## config.mk

```make
export PLATFORM = sky130hd
export DESIGN_NAME = vad_speech_segmenter_flat
export DESIGN_NICKNAME = d
export VERILOG_FILES = /design/src/hdl/vss_pkg.sv /design/src/hdl/vss_if.sv /design/src/hdl/vss_regs.sv /design/src/hdl/vad_speech_segmenter.sv /design/src/flat_wrapper.sv
export SDC_FILE = /design/constraint.sdc
export NUM_CORES = 1
export LEC_CHECK = 0
export BUFFER_PORTS_ARGS = -buffer_cell sky130_fd_sc_hd__buf_2
export CAP_MARGIN = 20
export CORE_ASPECT_RATIO = 0.8
export CORE_MARGIN = 1
export CORE_UTILIZATION = 55
export CTS_CLUSTER_SIZE = 28
export DETAILED_ROUTE_END_ITERATION = 12
export MAX_ROUTING_LAYER = met4
export PLACE_DENSITY = 0.88
export SLEW_MARGIN = 20
export SYNTH_ARGS = -nofsm -noshare
export SYNTH_HDL_FRONTEND = slang
export SYNTH_SLANG_ARGS = --single-unit
```

## constraint.sdc

```tcl
create_clock -name clk -period 9.4 [get_ports clk]
set_clock_uncertainty 0.2 [all_clocks]
set_input_delay 1.88 -clock clk [delete_from_list [all_inputs] [get_ports clk]]
set_output_delay 1.88 -clock clk [all_outputs]
set_load 0.02 [all_outputs]
```

## src/hdl/vss_pkg.sv

```systemverilog
`timescale 1ns / 1ps
`default_nettype none

package vss_pkg;

	localparam int unsigned SMP_W      = 24;
	localparam int unsigned MOD_W      = 8;
	localparam int unsigned WIDE_W     = SMP_W + 2;
	localparam int unsigned REG_ADDR_W = 5;
	localparam int unsigned APB_DW     = 32;

	localparam int unsigned FRAME_LEN  = 400;
	localparam int unsigned FRAME_STEP = 160;

	typedef logic [SMP_W-1:0]  smp_t;
	typedef logic [MOD_W-1:0]  fmod_t;
	typedef logic [WIDE_W-1:0] wide_t;

	localparam smp_t  MAX_SMP   = {SMP_W{1'b1}};
	localparam fmod_t SAT_MOD   = MOD_W'((2 ** SMP_W - 1) % FRAME_STEP);
	localparam fmod_t LEN_MOD   = MOD_W'(FRAME_LEN % FRAME_STEP);
	localparam wide_t STEP_WIDE = WIDE_W'(FRAME_STEP);

	localparam smp_t RST_AUDIO_LEN = 24'd0;
	localparam smp_t RST_MIN_LEN   = 24'(16000 * 5);
	localparam smp_t RST_MID_LEN   = 24'(16000 * 10);
	localparam smp_t RST_LONG_LEN  = 24'(16000 * 20);
	localparam smp_t RST_MAX_LEN   = 24'(16000 * 15);

	typedef enum logic [2:0] {
		REG_AUDIO_LEN = 3'd0,
		REG_MIN_LEN   = 3'd1,
		REG_MID_LEN   = 3'd2,
		REG_LONG_LEN  = 3'd3,
		REG_MAX_LEN   = 3'd4
	} reg_idx_t;

	typedef struct packed {
		smp_t  audio_len;
		fmod_t audio_mod;
		smp_t  min_len;
		smp_t  mid_len;
		smp_t  long_len;
		smp_t  max_len;
	} cfg_t;

	// x mod 160 = (x[23:5] mod 5) * 32 + x[4:0]; 16 = 1 mod 5, so nibble sums
	function automatic fmod_t mod_step(input smp_t x);
		logic [6:0] s1;
		logic [4:0] s2;
		logic [4:0] m;
		s1 = 7'(x[8:5]) + 7'(x[12:9]) + 7'(x[16:13]) + 7'(x[20:17]) + 7'(x[23:21]);
		s2 = 5'(s1[6:4]) + 5'(s1[3:0]);
		priority if (s2 >= 5'd15) begin
			m = s2 - 5'd15;
		end else if (s2 >= 5'd10) begin
			m = s2 - 5'd10;
		end else if (s2 >= 5'd5) begin
			m = s2 - 5'd5;
		end else begin
			m = s2;
		end
		return {m[2:0], x[4:0]};
	endfunction

	// (a + 400 - b) mod 160 for residues a, b
	function automatic fmod_t mod_diff(input fmod_t a, input fmod_t b);
		logic signed [9:0] t;
		t = $signed({2'b00, a}) + $signed({2'b00, LEN_MOD}) - $signed({2'b00, b});
		if (t < 0) begin
			t = t + 10'sd160;
		end else if (t >= 10'sd160) begin
			t = t - 10'sd160;
		end
		return t[MOD_W-1:0];
	endfunction

endpackage

`default_nettype wire

```

## src/hdl/vss_if.sv

```systemverilog
`timescale 1ns / 1ps
`default_nettype none

interface vss_in_if;
	logic valid;
	logic ready;
	logic vad_active;

	modport source (output valid, output vad_active, input ready);
	modport sink (input valid, input vad_active, output ready);
endinterface

interface vss_out_if;
	logic        valid;
	logic        ready;
	logic [23:0] next_offset;
	logic        seg_valid;
	logic [23:0] seg_start;
	logic [23:0] seg_end;
	logic        finished;

	modport source (output valid, output next_offset, output seg_valid, output seg_start,
		output seg_end, output finished, input ready);
	modport sink (input valid, input next_offset, input seg_valid, input seg_start,
		input seg_end, input finished, output ready);
endinterface

`default_nettype wire

```

## src/hdl/vss_regs.sv

```systemverilog
`timescale 1ns / 1ps
`default_nettype none

module vss_regs import vss_pkg::*; (
	input  wire logic                  clk,
	input  wire logic                  arst_n,
	input  wire logic                  psel,
	input  wire logic                  penable,
	input  wire logic                  pwrite,
	input  wire logic [REG_ADDR_W-1:0] paddr,
	input  wire logic [APB_DW-1:0]     pwdata,
	output logic      [APB_DW-1:0]     prdata,
	output logic                       pready,
	output cfg_t                       cfg
);

	cfg_t cfg_q;
	logic wr_en;
	smp_t wr_val;

	assign pready = 1'b1;
	assign wr_en  = psel && penable && pwrite;
	assign wr_val = pwdata[SMP_W-1:0];
	assign cfg    = cfg_q;

	always_ff @(posedge clk or negedge arst_n) begin
		if (!arst_n) begin
			cfg_q.audio_len <= RST_AUDIO_LEN;
			cfg_q.audio_mod <= '0;
			cfg_q.min_len   <= RST_MIN_LEN;
			cfg_q.mid_len   <= RST_MID_LEN;
			cfg_q.long_len  <= RST_LONG_LEN;
			cfg_q.max_len   <= RST_MAX_LEN;
		end else if (wr_en) begin
			unique case (paddr[REG_ADDR_W-1:2])
				REG_AUDIO_LEN: begin
					cfg_q.audio_len <= wr_val;
					cfg_q.audio_mod <= mod_step(wr_val);
				end
				REG_MIN_LEN:  cfg_q.min_len  <= wr_val;
				REG_MID_LEN:  cfg_q.mid_len  <= wr_val;
				REG_LONG_LEN: cfg_q.long_len <= wr_val;
				REG_MAX_LEN:  cfg_q.max_len  <= wr_val;
				default: ;
			endcase
		end
	end

	always_comb begin
		unique case (paddr[REG_ADDR_W-1:2])
			REG_AUDIO_LEN: prdata = APB_DW'(cfg_q.audio_len);
			REG_MIN_LEN:   prdata = APB_DW'(cfg_q.min_len);
			REG_MID_LEN:   prdata = APB_DW'(cfg_q.mid_len);
			REG_LONG_LEN:  prdata = APB_DW'(cfg_q.long_len);
			REG_MAX_LEN:   prdata = APB_DW'(cfg_q.max_len);
			default:       prdata = '0;
		endcase
	end

endmodule

`default_nettype wire

```

## src/hdl/vad_speech_segmenter.sv

```systemverilog
// A decision is accepted into the input register, then passes to the result register
// once that is free. Throughput: one decision per cycle while seg_out.ready keeps up;
// the state update is one combinational step between the two registers.
// Reset (arst_n low): scan state, window and segment cleared, registers back to
// their defaults, no result pending.
`timescale 1ns / 1ps
`default_nettype none

module vad_speech_segmenter import vss_pkg::*; #(
	parameter int WINDOW = 10
) (
	input  wire logic                  clk,
	input  wire logic                  arst_n,
	input  wire logic                  psel,
	input  wire logic                  penable,
	input  wire logic                  pwrite,
	input  wire logic [REG_ADDR_W-1:0] paddr,
	input  wire logic [APB_DW-1:0]     pwdata,
	output logic      [APB_DW-1:0]     prdata,
	output logic                       pready,
	vss_in_if.sink                     vad_in,
	vss_out_if.source                  seg_out
);

	localparam int SW = $clog2(WINDOW + 1);
	localparam logic [SW-1:0] OPEN_TH   = SW'(WINDOW - 1);
	localparam logic [SW-1:0] GAP_SHORT = SW'(1);
	localparam logic [SW-1:0] GAP_MID   = SW'(WINDOW / 5);
	localparam smp_t          BACK      = SMP_W'(FRAME_STEP * (WINDOW - 1));

	cfg_t cfg;

	vss_regs u_regs (
		.clk     (clk),
		.arst_n  (arst_n),
		.psel    (psel),
		.penable (penable),
		.pwrite  (pwrite),
		.paddr   (paddr),
		.pwdata  (pwdata),
		.prdata  (prdata),
		.pready  (pready),
		.cfg     (cfg)
	);

	// input stage
	logic valid_s1;
	logic vad_s1;
	logic advance;
	logic take;

	// state
	logic [WINDOW-1:0] hist_q;
	logic [SW-1:0]     sum_q;
	logic              open_q;
	smp_t              so_q;
	fmod_t             so_m_q;
	smp_t              os_q;
	fmod_t             os_m_q;
	logic              done_q;

	// result register
	logic out_valid_q;
	smp_t out_next_q;
	logic out_segv_q;
	smp_t out_start_q;
	smp_t out_end_q;
	logic out_fin_q;

	// step
	logic              proc;
	logic [WINDOW-1:0] hist_n;
	logic [SW-1:0]     sum_n;
	logic              opening;
	logic              clamp_ok;
	smp_t              os_open;
	fmod_t             os_m_open;
	smp_t              seg_len;
	logic [SW-1:0]     gap;
	logic              closing;
	fmod_t             r_c;
	wide_t             end_sum;
	smp_t              e_c;
	wide_t             off_sum;
	logic              off_sat;
	smp_t              so_n;
	fmod_t             so_m_n;
	logic              end_now;
	logic              open_mid;
	smp_t              os_mid;
	fmod_t             os_m_mid;
	logic              flush;
	fmod_t             r_f;
	wide_t             fl_sum;
	smp_t              e_f;

	assign advance      = !out_valid_q || seg_out.ready;
	assign take         = valid_s1 && advance;
	assign vad_in.ready = !valid_s1 || advance;

	always_ff @(posedge clk or negedge arst_n) begin
		if (!arst_n) begin
			valid_s1 <= 1'b0;
		end else if (vad_in.ready) begin
			valid_s1 <= vad_in.valid;
		end
	end

	always_ff @(posedge clk) begin
		if (vad_in.ready && vad_in.valid) begin
			vad_s1 <= vad_in.vad_active;
		end
	end

	always_comb begin
		proc    = !done_q && (({2'b00, so_q} + STEP_WIDE) < {2'b00, cfg.audio_len});
		hist_n  = {hist_q[WINDOW-2:0], vad_s1};
		sum_n   = sum_q + SW'(vad_s1) - SW'(hist_q[WINDOW-1]);
		opening = !open_q && (sum_n >= OPEN_TH);

		clamp_ok  = so_q >= BACK;
		os_open   = clamp_ok ? so_q - BACK : '0;
		os_m_open = clamp_ok ? so_m_q : '0;

		seg_len = so_q - os_q;
		priority if (seg_len < cfg.mid_len) begin
			gap = GAP_SHORT;
		end else if (seg_len < cfg.long_len) begin
			gap = GAP_MID;
		end else begin
			gap = OPEN_TH;
		end
		closing = proc && open_q && (seg_len >= cfg.min_len)
			&& ((sum_n < gap) || (seg_len >= cfg.max_len));

		// rounded end: v + ((start + 400 - v) mod 160)
		r_c     = mod_diff(os_m_q, so_m_q);
		end_sum = {2'b00, so_q} + WIDE_W'(r_c);
		e_c     = (end_sum > {2'b00, MAX_SMP}) ? MAX_SMP : end_sum[SMP_W-1:0];

		off_sum = {2'b00, so_q} + (closing ? WIDE_W'(r_c) + STEP_WIDE : STEP_WIDE);
		off_sat = off_sum > {2'b00, MAX_SMP};

		if (proc) begin
			so_n   = off_sat ? MAX_SMP : off_sum[SMP_W-1:0];
			so_m_n = off_sat ? SAT_MOD : (closing ? mod_diff(os_m_q, '0) : so_m_q);
		end else begin
			so_n   = so_q;
			so_m_n = so_m_q;
		end

		end_now = !done_q && (!proc || off_sat
			|| ((off_sum + STEP_WIDE) >= {2'b00, cfg.audio_len}));

		open_mid = proc ? (open_q ? !closing : opening) : open_q;
		os_mid   = (proc && opening) ? os_open : os_q;
		os_m_mid = (proc && opening) ? os_m_open : os_m_q;

		flush  = end_now && open_mid;
		r_f    = mod_diff(os_m_mid, cfg.audio_mod);
		fl_sum = {2'b00, cfg.audio_len} + WIDE_W'(r_f);
		e_f    = (fl_sum > {2'b00, MAX_SMP}) ? MAX_SMP : fl_sum[SMP_W-1:0];
	end

	always_ff @(posedge clk or negedge arst_n) begin
		if (!arst_n) begin
			hist_q <= '0;
			sum_q  <= '0;
			open_q <= 1'b0;
			so_q   <= '0;
			so_m_q <= '0;
			os_q   <= '0;
			os_m_q <= '0;
			done_q <= 1'b0;
		end else if (take) begin
			if (proc) begin
				hist_q <= hist_n;
				sum_q  <= sum_n;
			end
			open_q <= open_mid && !flush;
			so_q   <= so_n;
			so_m_q <= so_m_n;
			os_q   <= os_mid;
			os_m_q <= os_m_mid;
			done_q <= done_q || end_now;
		end
	end

	always_ff @(posedge clk or negedge arst_n) begin
		if (!arst_n) begin
			out_valid_q <= 1'b0;
		end else if (take) begin
			out_valid_q <= 1'b1;
		end else if (seg_out.ready) begin
			out_valid_q <= 1'b0;
		end
	end

	always_ff @(posedge clk) begin
		if (take) begin
			out_next_q <= so_n;
			out_segv_q <= closing || flush;
			out_fin_q  <= done_q || end_now;
			priority if (closing) begin
				out_start_q <= os_q;
				out_end_q   <= e_c;
			end else if (flush) begin
				out_start_q <= os_mid;
				out_end_q   <= e_f;
			end else begin
				out_start_q <= '0;
				out_end_q   <= '0;
			end
		end
	end

	assign seg_out.valid       = out_valid_q;
	assign seg_out.next_offset = out_next_q;
	assign seg_out.seg_valid   = out_segv_q;
	assign seg_out.seg_start   = out_start_q;
	assign seg_out.seg_end     = out_end_q;
	assign seg_out.finished    = out_fin_q;

endmodule

`default_nettype wire
```

## src/flat_wrapper.sv

```systemverilog
// flat-port wrapper written by rule: the top's interface ports become plain ports
module vad_speech_segmenter_flat import vss_pkg::*;
#(
	parameter int WINDOW = 10
)
  (clk, arst_n, psel, penable, pwrite, paddr, pwdata, prdata, pready, vad_in_valid, vad_in_vad_active, vad_in_ready, seg_out_valid, seg_out_next_offset, seg_out_seg_valid, seg_out_seg_start, seg_out_seg_end, seg_out_finished, seg_out_ready);
  vss_in_if vad_in_i ();
  vss_out_if seg_out_i ();
  input  wire logic clk;
  input  wire logic arst_n;
  input  wire logic psel;
  input  wire logic penable;
  input  wire logic pwrite;
  input  wire logic [REG_ADDR_W-1:0] paddr;
  input  wire logic [APB_DW-1:0] pwdata;
  output logic      [APB_DW-1:0] prdata;
  output logic pready;
  input wire logic [$bits(vad_in_i.valid)-1:0] vad_in_valid;
  input wire logic [$bits(vad_in_i.vad_active)-1:0] vad_in_vad_active;
  output wire logic [$bits(vad_in_i.ready)-1:0] vad_in_ready;
  output wire logic [$bits(seg_out_i.valid)-1:0] seg_out_valid;
  output wire logic [$bits(seg_out_i.next_offset)-1:0] seg_out_next_offset;
  output wire logic [$bits(seg_out_i.seg_valid)-1:0] seg_out_seg_valid;
  output wire logic [$bits(seg_out_i.seg_start)-1:0] seg_out_seg_start;
  output wire logic [$bits(seg_out_i.seg_end)-1:0] seg_out_seg_end;
  output wire logic [$bits(seg_out_i.finished)-1:0] seg_out_finished;
  input wire logic [$bits(seg_out_i.ready)-1:0] seg_out_ready;
  assign vad_in_i.valid = vad_in_valid;
  assign vad_in_i.vad_active = vad_in_vad_active;
  assign vad_in_ready = vad_in_i.ready;
  assign seg_out_valid = seg_out_i.valid;
  assign seg_out_next_offset = seg_out_i.next_offset;
  assign seg_out_seg_valid = seg_out_i.seg_valid;
  assign seg_out_seg_start = seg_out_i.seg_start;
  assign seg_out_seg_end = seg_out_i.seg_end;
  assign seg_out_finished = seg_out_i.finished;
  assign seg_out_i.ready = seg_out_ready;
  vad_speech_segmenter #(.WINDOW(WINDOW)) u_core (.clk(clk), .arst_n(arst_n), .psel(psel), .penable(penable), .pwrite(pwrite), .paddr(paddr), .pwdata(pwdata), .prdata(prdata), .pready(pready), .vad_in(vad_in_i), .seg_out(seg_out_i));
endmodule
```

==> flow_summary.ini <==
[global_routing]
grt_remaining_overflow = 0
grt_pass1_vias = 21300
met2_usage_pct = 58.5
use_met3_pct = 6.83
met1_usage_pct = 52.4
grtUsageTotal_pct = 39.3
grt_first_pass_wirelength_mm = 120
grt_max_degree = 105
top_usage_layer = met2
antenna_found_initial = 1

[sta]
finalSetupViolations = 52
hold_viol = 0
fin_crit_sh_pct = 110
min_period_ns = 10.30
slew-limit-headroom_pct = 17.6
max_freq_ghz = 0.0971
worst_slack_ns = -0.900
slew_violations = 0
rsz0062_at_grt = true
tightest_slew_ns = 1.23

[setup_path]
cp_max_fo = 8
worstSetupPathType = flip-flop to flip-flop
cp.required_ns = 9.52
rr_worst_depth = 48
cp_data_arrival_time_ns = 10.42
critPathLaunchType = flip-flop
slowest_stage = or4_4
cp_slowest_stage_delay_ns = 0.58
cpMostUsedCell = ha_4
endpoint_kind = flip-flop

[power_and_ir_drop]
ir_drop_uv = 302
power_leakage_uw = 0.0125
p_per_area_mw_per_mm2 = 404

[place]
place_inst = 3368
dp_slack_ns = -1.06
hpwl_mm = 59.7
io_buffers = 134
gp_congestion = 1.00

[floorplanning]
io_pins = 154
dieArea_mm2 = 0.0411
core_area_mm2 = 0.0395
initial_core_util_pct = 56.0
die_h_um = 182
fp.dieW_um = 226
num_rows = 65

[layout]
drive_above_1_share_pct = 25.5
area_delta_synth_final_pct = 23.2
nets = 3203
layout_commonest_cell = buf_4
final_cell_mix = 314 x buf_4, 237 x nand2_1, 234 x ha_1, 219 x inv_1, 187 x o21ai_0
final_cells = 3452

[yosys]
avgSynthCellArea_um2 = 8.83
synth_edf_count = 75
synth_area_mm2 = 0.0222
ys_warn_count = 0
ys_ff_latch = 280
yosysSeqAreaShare_pct = 33.4
synthFlopType = dfrtp_1
synthArstFlopShare_pct = 73.2
synth_cells = 2509
ys_types = 94

[routing]
wl_mm = 79.7
drt_iter0_drc = 2858
firstDrtPassIters = 7
vias_per_cell = 6.35
route.detailed.drc = 0
num_vias = 21900
wl_per_cell_um = 23.1
final_antenna_net_count = 0

[cts]
clk_pin_slew_worst_paths_ns = 0.07
cts_sinks = 280
root_buffer = clkbuf_16
cts.htree.levels = 1
numCtsBuffers = 30
clk_latency_ns = 0.60
cts_buffer_depth = 3
cts_tree = built

[flow_run]
maxCapViolCount = 0

[hold_path]
hold_class = flip-flop to flip-flop
min_path_cells = 2

[status]
violations = negative setup slack
status = complete, but fails checks
-- worst max-delay path, delay by kind of cell, from the launching register on --
| kind | cells | cell delay (ns) |
|---|---|---|
| xor gates and xnor gates | 2 | 0.31 |
| and+or+nand+nor | 12 | 2.39 |
| adders and majority gates | 6 | 1.60 |
| buffers and inverters | 7 | 0.94 |
| AOI/OAI and AO/OA | 21 | 4.14 |
| DFF | 1 | 0.40 |
-- per-stage QoR --
stage	utilization, %	setup TNS [ns]	hold slack [ns]	area (um2)	total power (uW)
2_1_floorplan	-	0	0.250	22300	6110
3_3_place_gp	64.3	-40.64	0.262	25400	8590
3_5_place_dp	64.3	-51.97	0.274	25400	8970
4_1_cts	68.1	-23.96	0.288	26900	10500
5_1_grt	69.1	-56.22	0.327	27300	11700
6_report	69.1	-42.48	0.290	27300	11000
-- power breakdown --
group	leakage (uW)	total, uW	internal (uW)	switching [uW]
clock	0.000527	1290	756	530
combinational	0.00876	8000	3390	4610
sequential	0.00319	1750	1540	208
-- kinds of logic after synthesis --
family          count (synthesis)  share of synthesized area [%]
xor+xnor                      132                           5.22
simple gates                  703                           14.8
flops                         280                           33.4
compound gates                697                           20.3
buf+inv                       343                           6.22
fa+ha+maj                     267                           15.8
other cells                     2                         0.0339
mux                            85                           4.26
-- path summary, 6_finish.rpt --
path / startpoint / to / slack [ns]
setup reg to reg: u_core.os_q[3] / u_core.seg_out.seg_end[2] / -0.90
min in group asynchronous: arst_n / u_core.seg_out.valid / 1.16
setup / recovery: u_core.os_q[3] / u_core.seg_out.seg_end[2] / -0.90
hold / removal: u_core.u_regs.cfg[22] / u_core.u_regs.cfg[22] / 0.29
hold reg to reg: u_core.u_regs.cfg[22] / u_core.u_regs.cfg[22] / 0.29
max in group asynchronous: arst_n / u_core.os_q[15] / 6.23
-- sequential cells by signal, summed over array words and instances (netlist names) --
| signal | flops |
|---|---|
| u_core.u_regs.cfg | 123 |
| u_core.os_q | 24 |
| u_core.seg_out.next_offset | 24 |
| u_core.seg_out.seg_end | 24 |
| u_core.seg_out.seg_start | 24 |
| u_core.so_q | 24 |
| u_core.hist_q | 10 |
| u_core.os_m_q | 8 |
| u_core.so_m_q | 8 |
| u_core.sum_q | 4 |
| u_core.done_q | 1 |
| u_core.open_q | 1 |
| u_core.seg_out.finished | 1 |
| u_core.seg_out.seg_valid | 1 |
| u_core.seg_out.valid | 1 |
| u_core.vad_s1 | 1 |
| u_core.valid_s1 | 1 |
-- area by class of cell --
| cell class | count | area, um2 |
|---|---|---|
| flip-flops and latches | 280 | 7410 |
| well taps | 536 | 671 |
| clock inverters | 16 | 169 |
| repair buffers | 460 | 3220 |
| multi-input cells | 1893 | 14100 |
| fillers | 3019 | 12200 |
| diodes | 1 | 2.50 |
| inverters | 226 | 850 |
| clock buffers | 40 | 902 |
-- what timing repair did --
item                                    in CTS  in global routing
endpoints found under the setup margin      52                 52
resized for setup                           58                 55
endpoints found under the hold margin        0                  0
hold buffers                                 0                  0
gates cloned                                 1                  1
pin swaps                                   14                 29
buffers inserted                            16                 12
-- per-layer routing --
metal,up-vias,wire length (um)
met5,-,0
li1,9759,-
met1,10500,31900
met3,306,8850
met4,0,4110
met2,1408,34900
-- cell usage after synthesis, types with 11 or more instances --
cell      count  area, um2
ha_1        247       3090
nand2_1     240        901
inv_1       224        841
nor2_1      193        724
o21ai_0     193        966
dfrtp_1     183       4580
a21oi_1     151        756
xnor2_1      96        841
clkbuf_1     81        304
edfxtp_1     75       2250
mux2_2       74        833
nand3_1      57        285
a22oi_1      52        390
o22ai_1      48        300
nor3_1       43        215
a21o_1       37        278
xor2_1       36        315
a31oi_1      30        188
nor2b_1      26        163
a211oi_1     24        180
nand4_1      24        150
dfstp_2      22        578
fa_1         20        400
and2_1       18        113
and3_1       18        113
nor4_1       16        100
o21a_1       16        120
buf_2        14       70.1
nand2b_1     14       87.6
a22o_1       13        114
buf_4        13       97.6
o211ai_1     12       90.1
or2_2        12       75.1
mux2i_1      11        110
No activity file was read; power rests on OpenSTA's default activity.
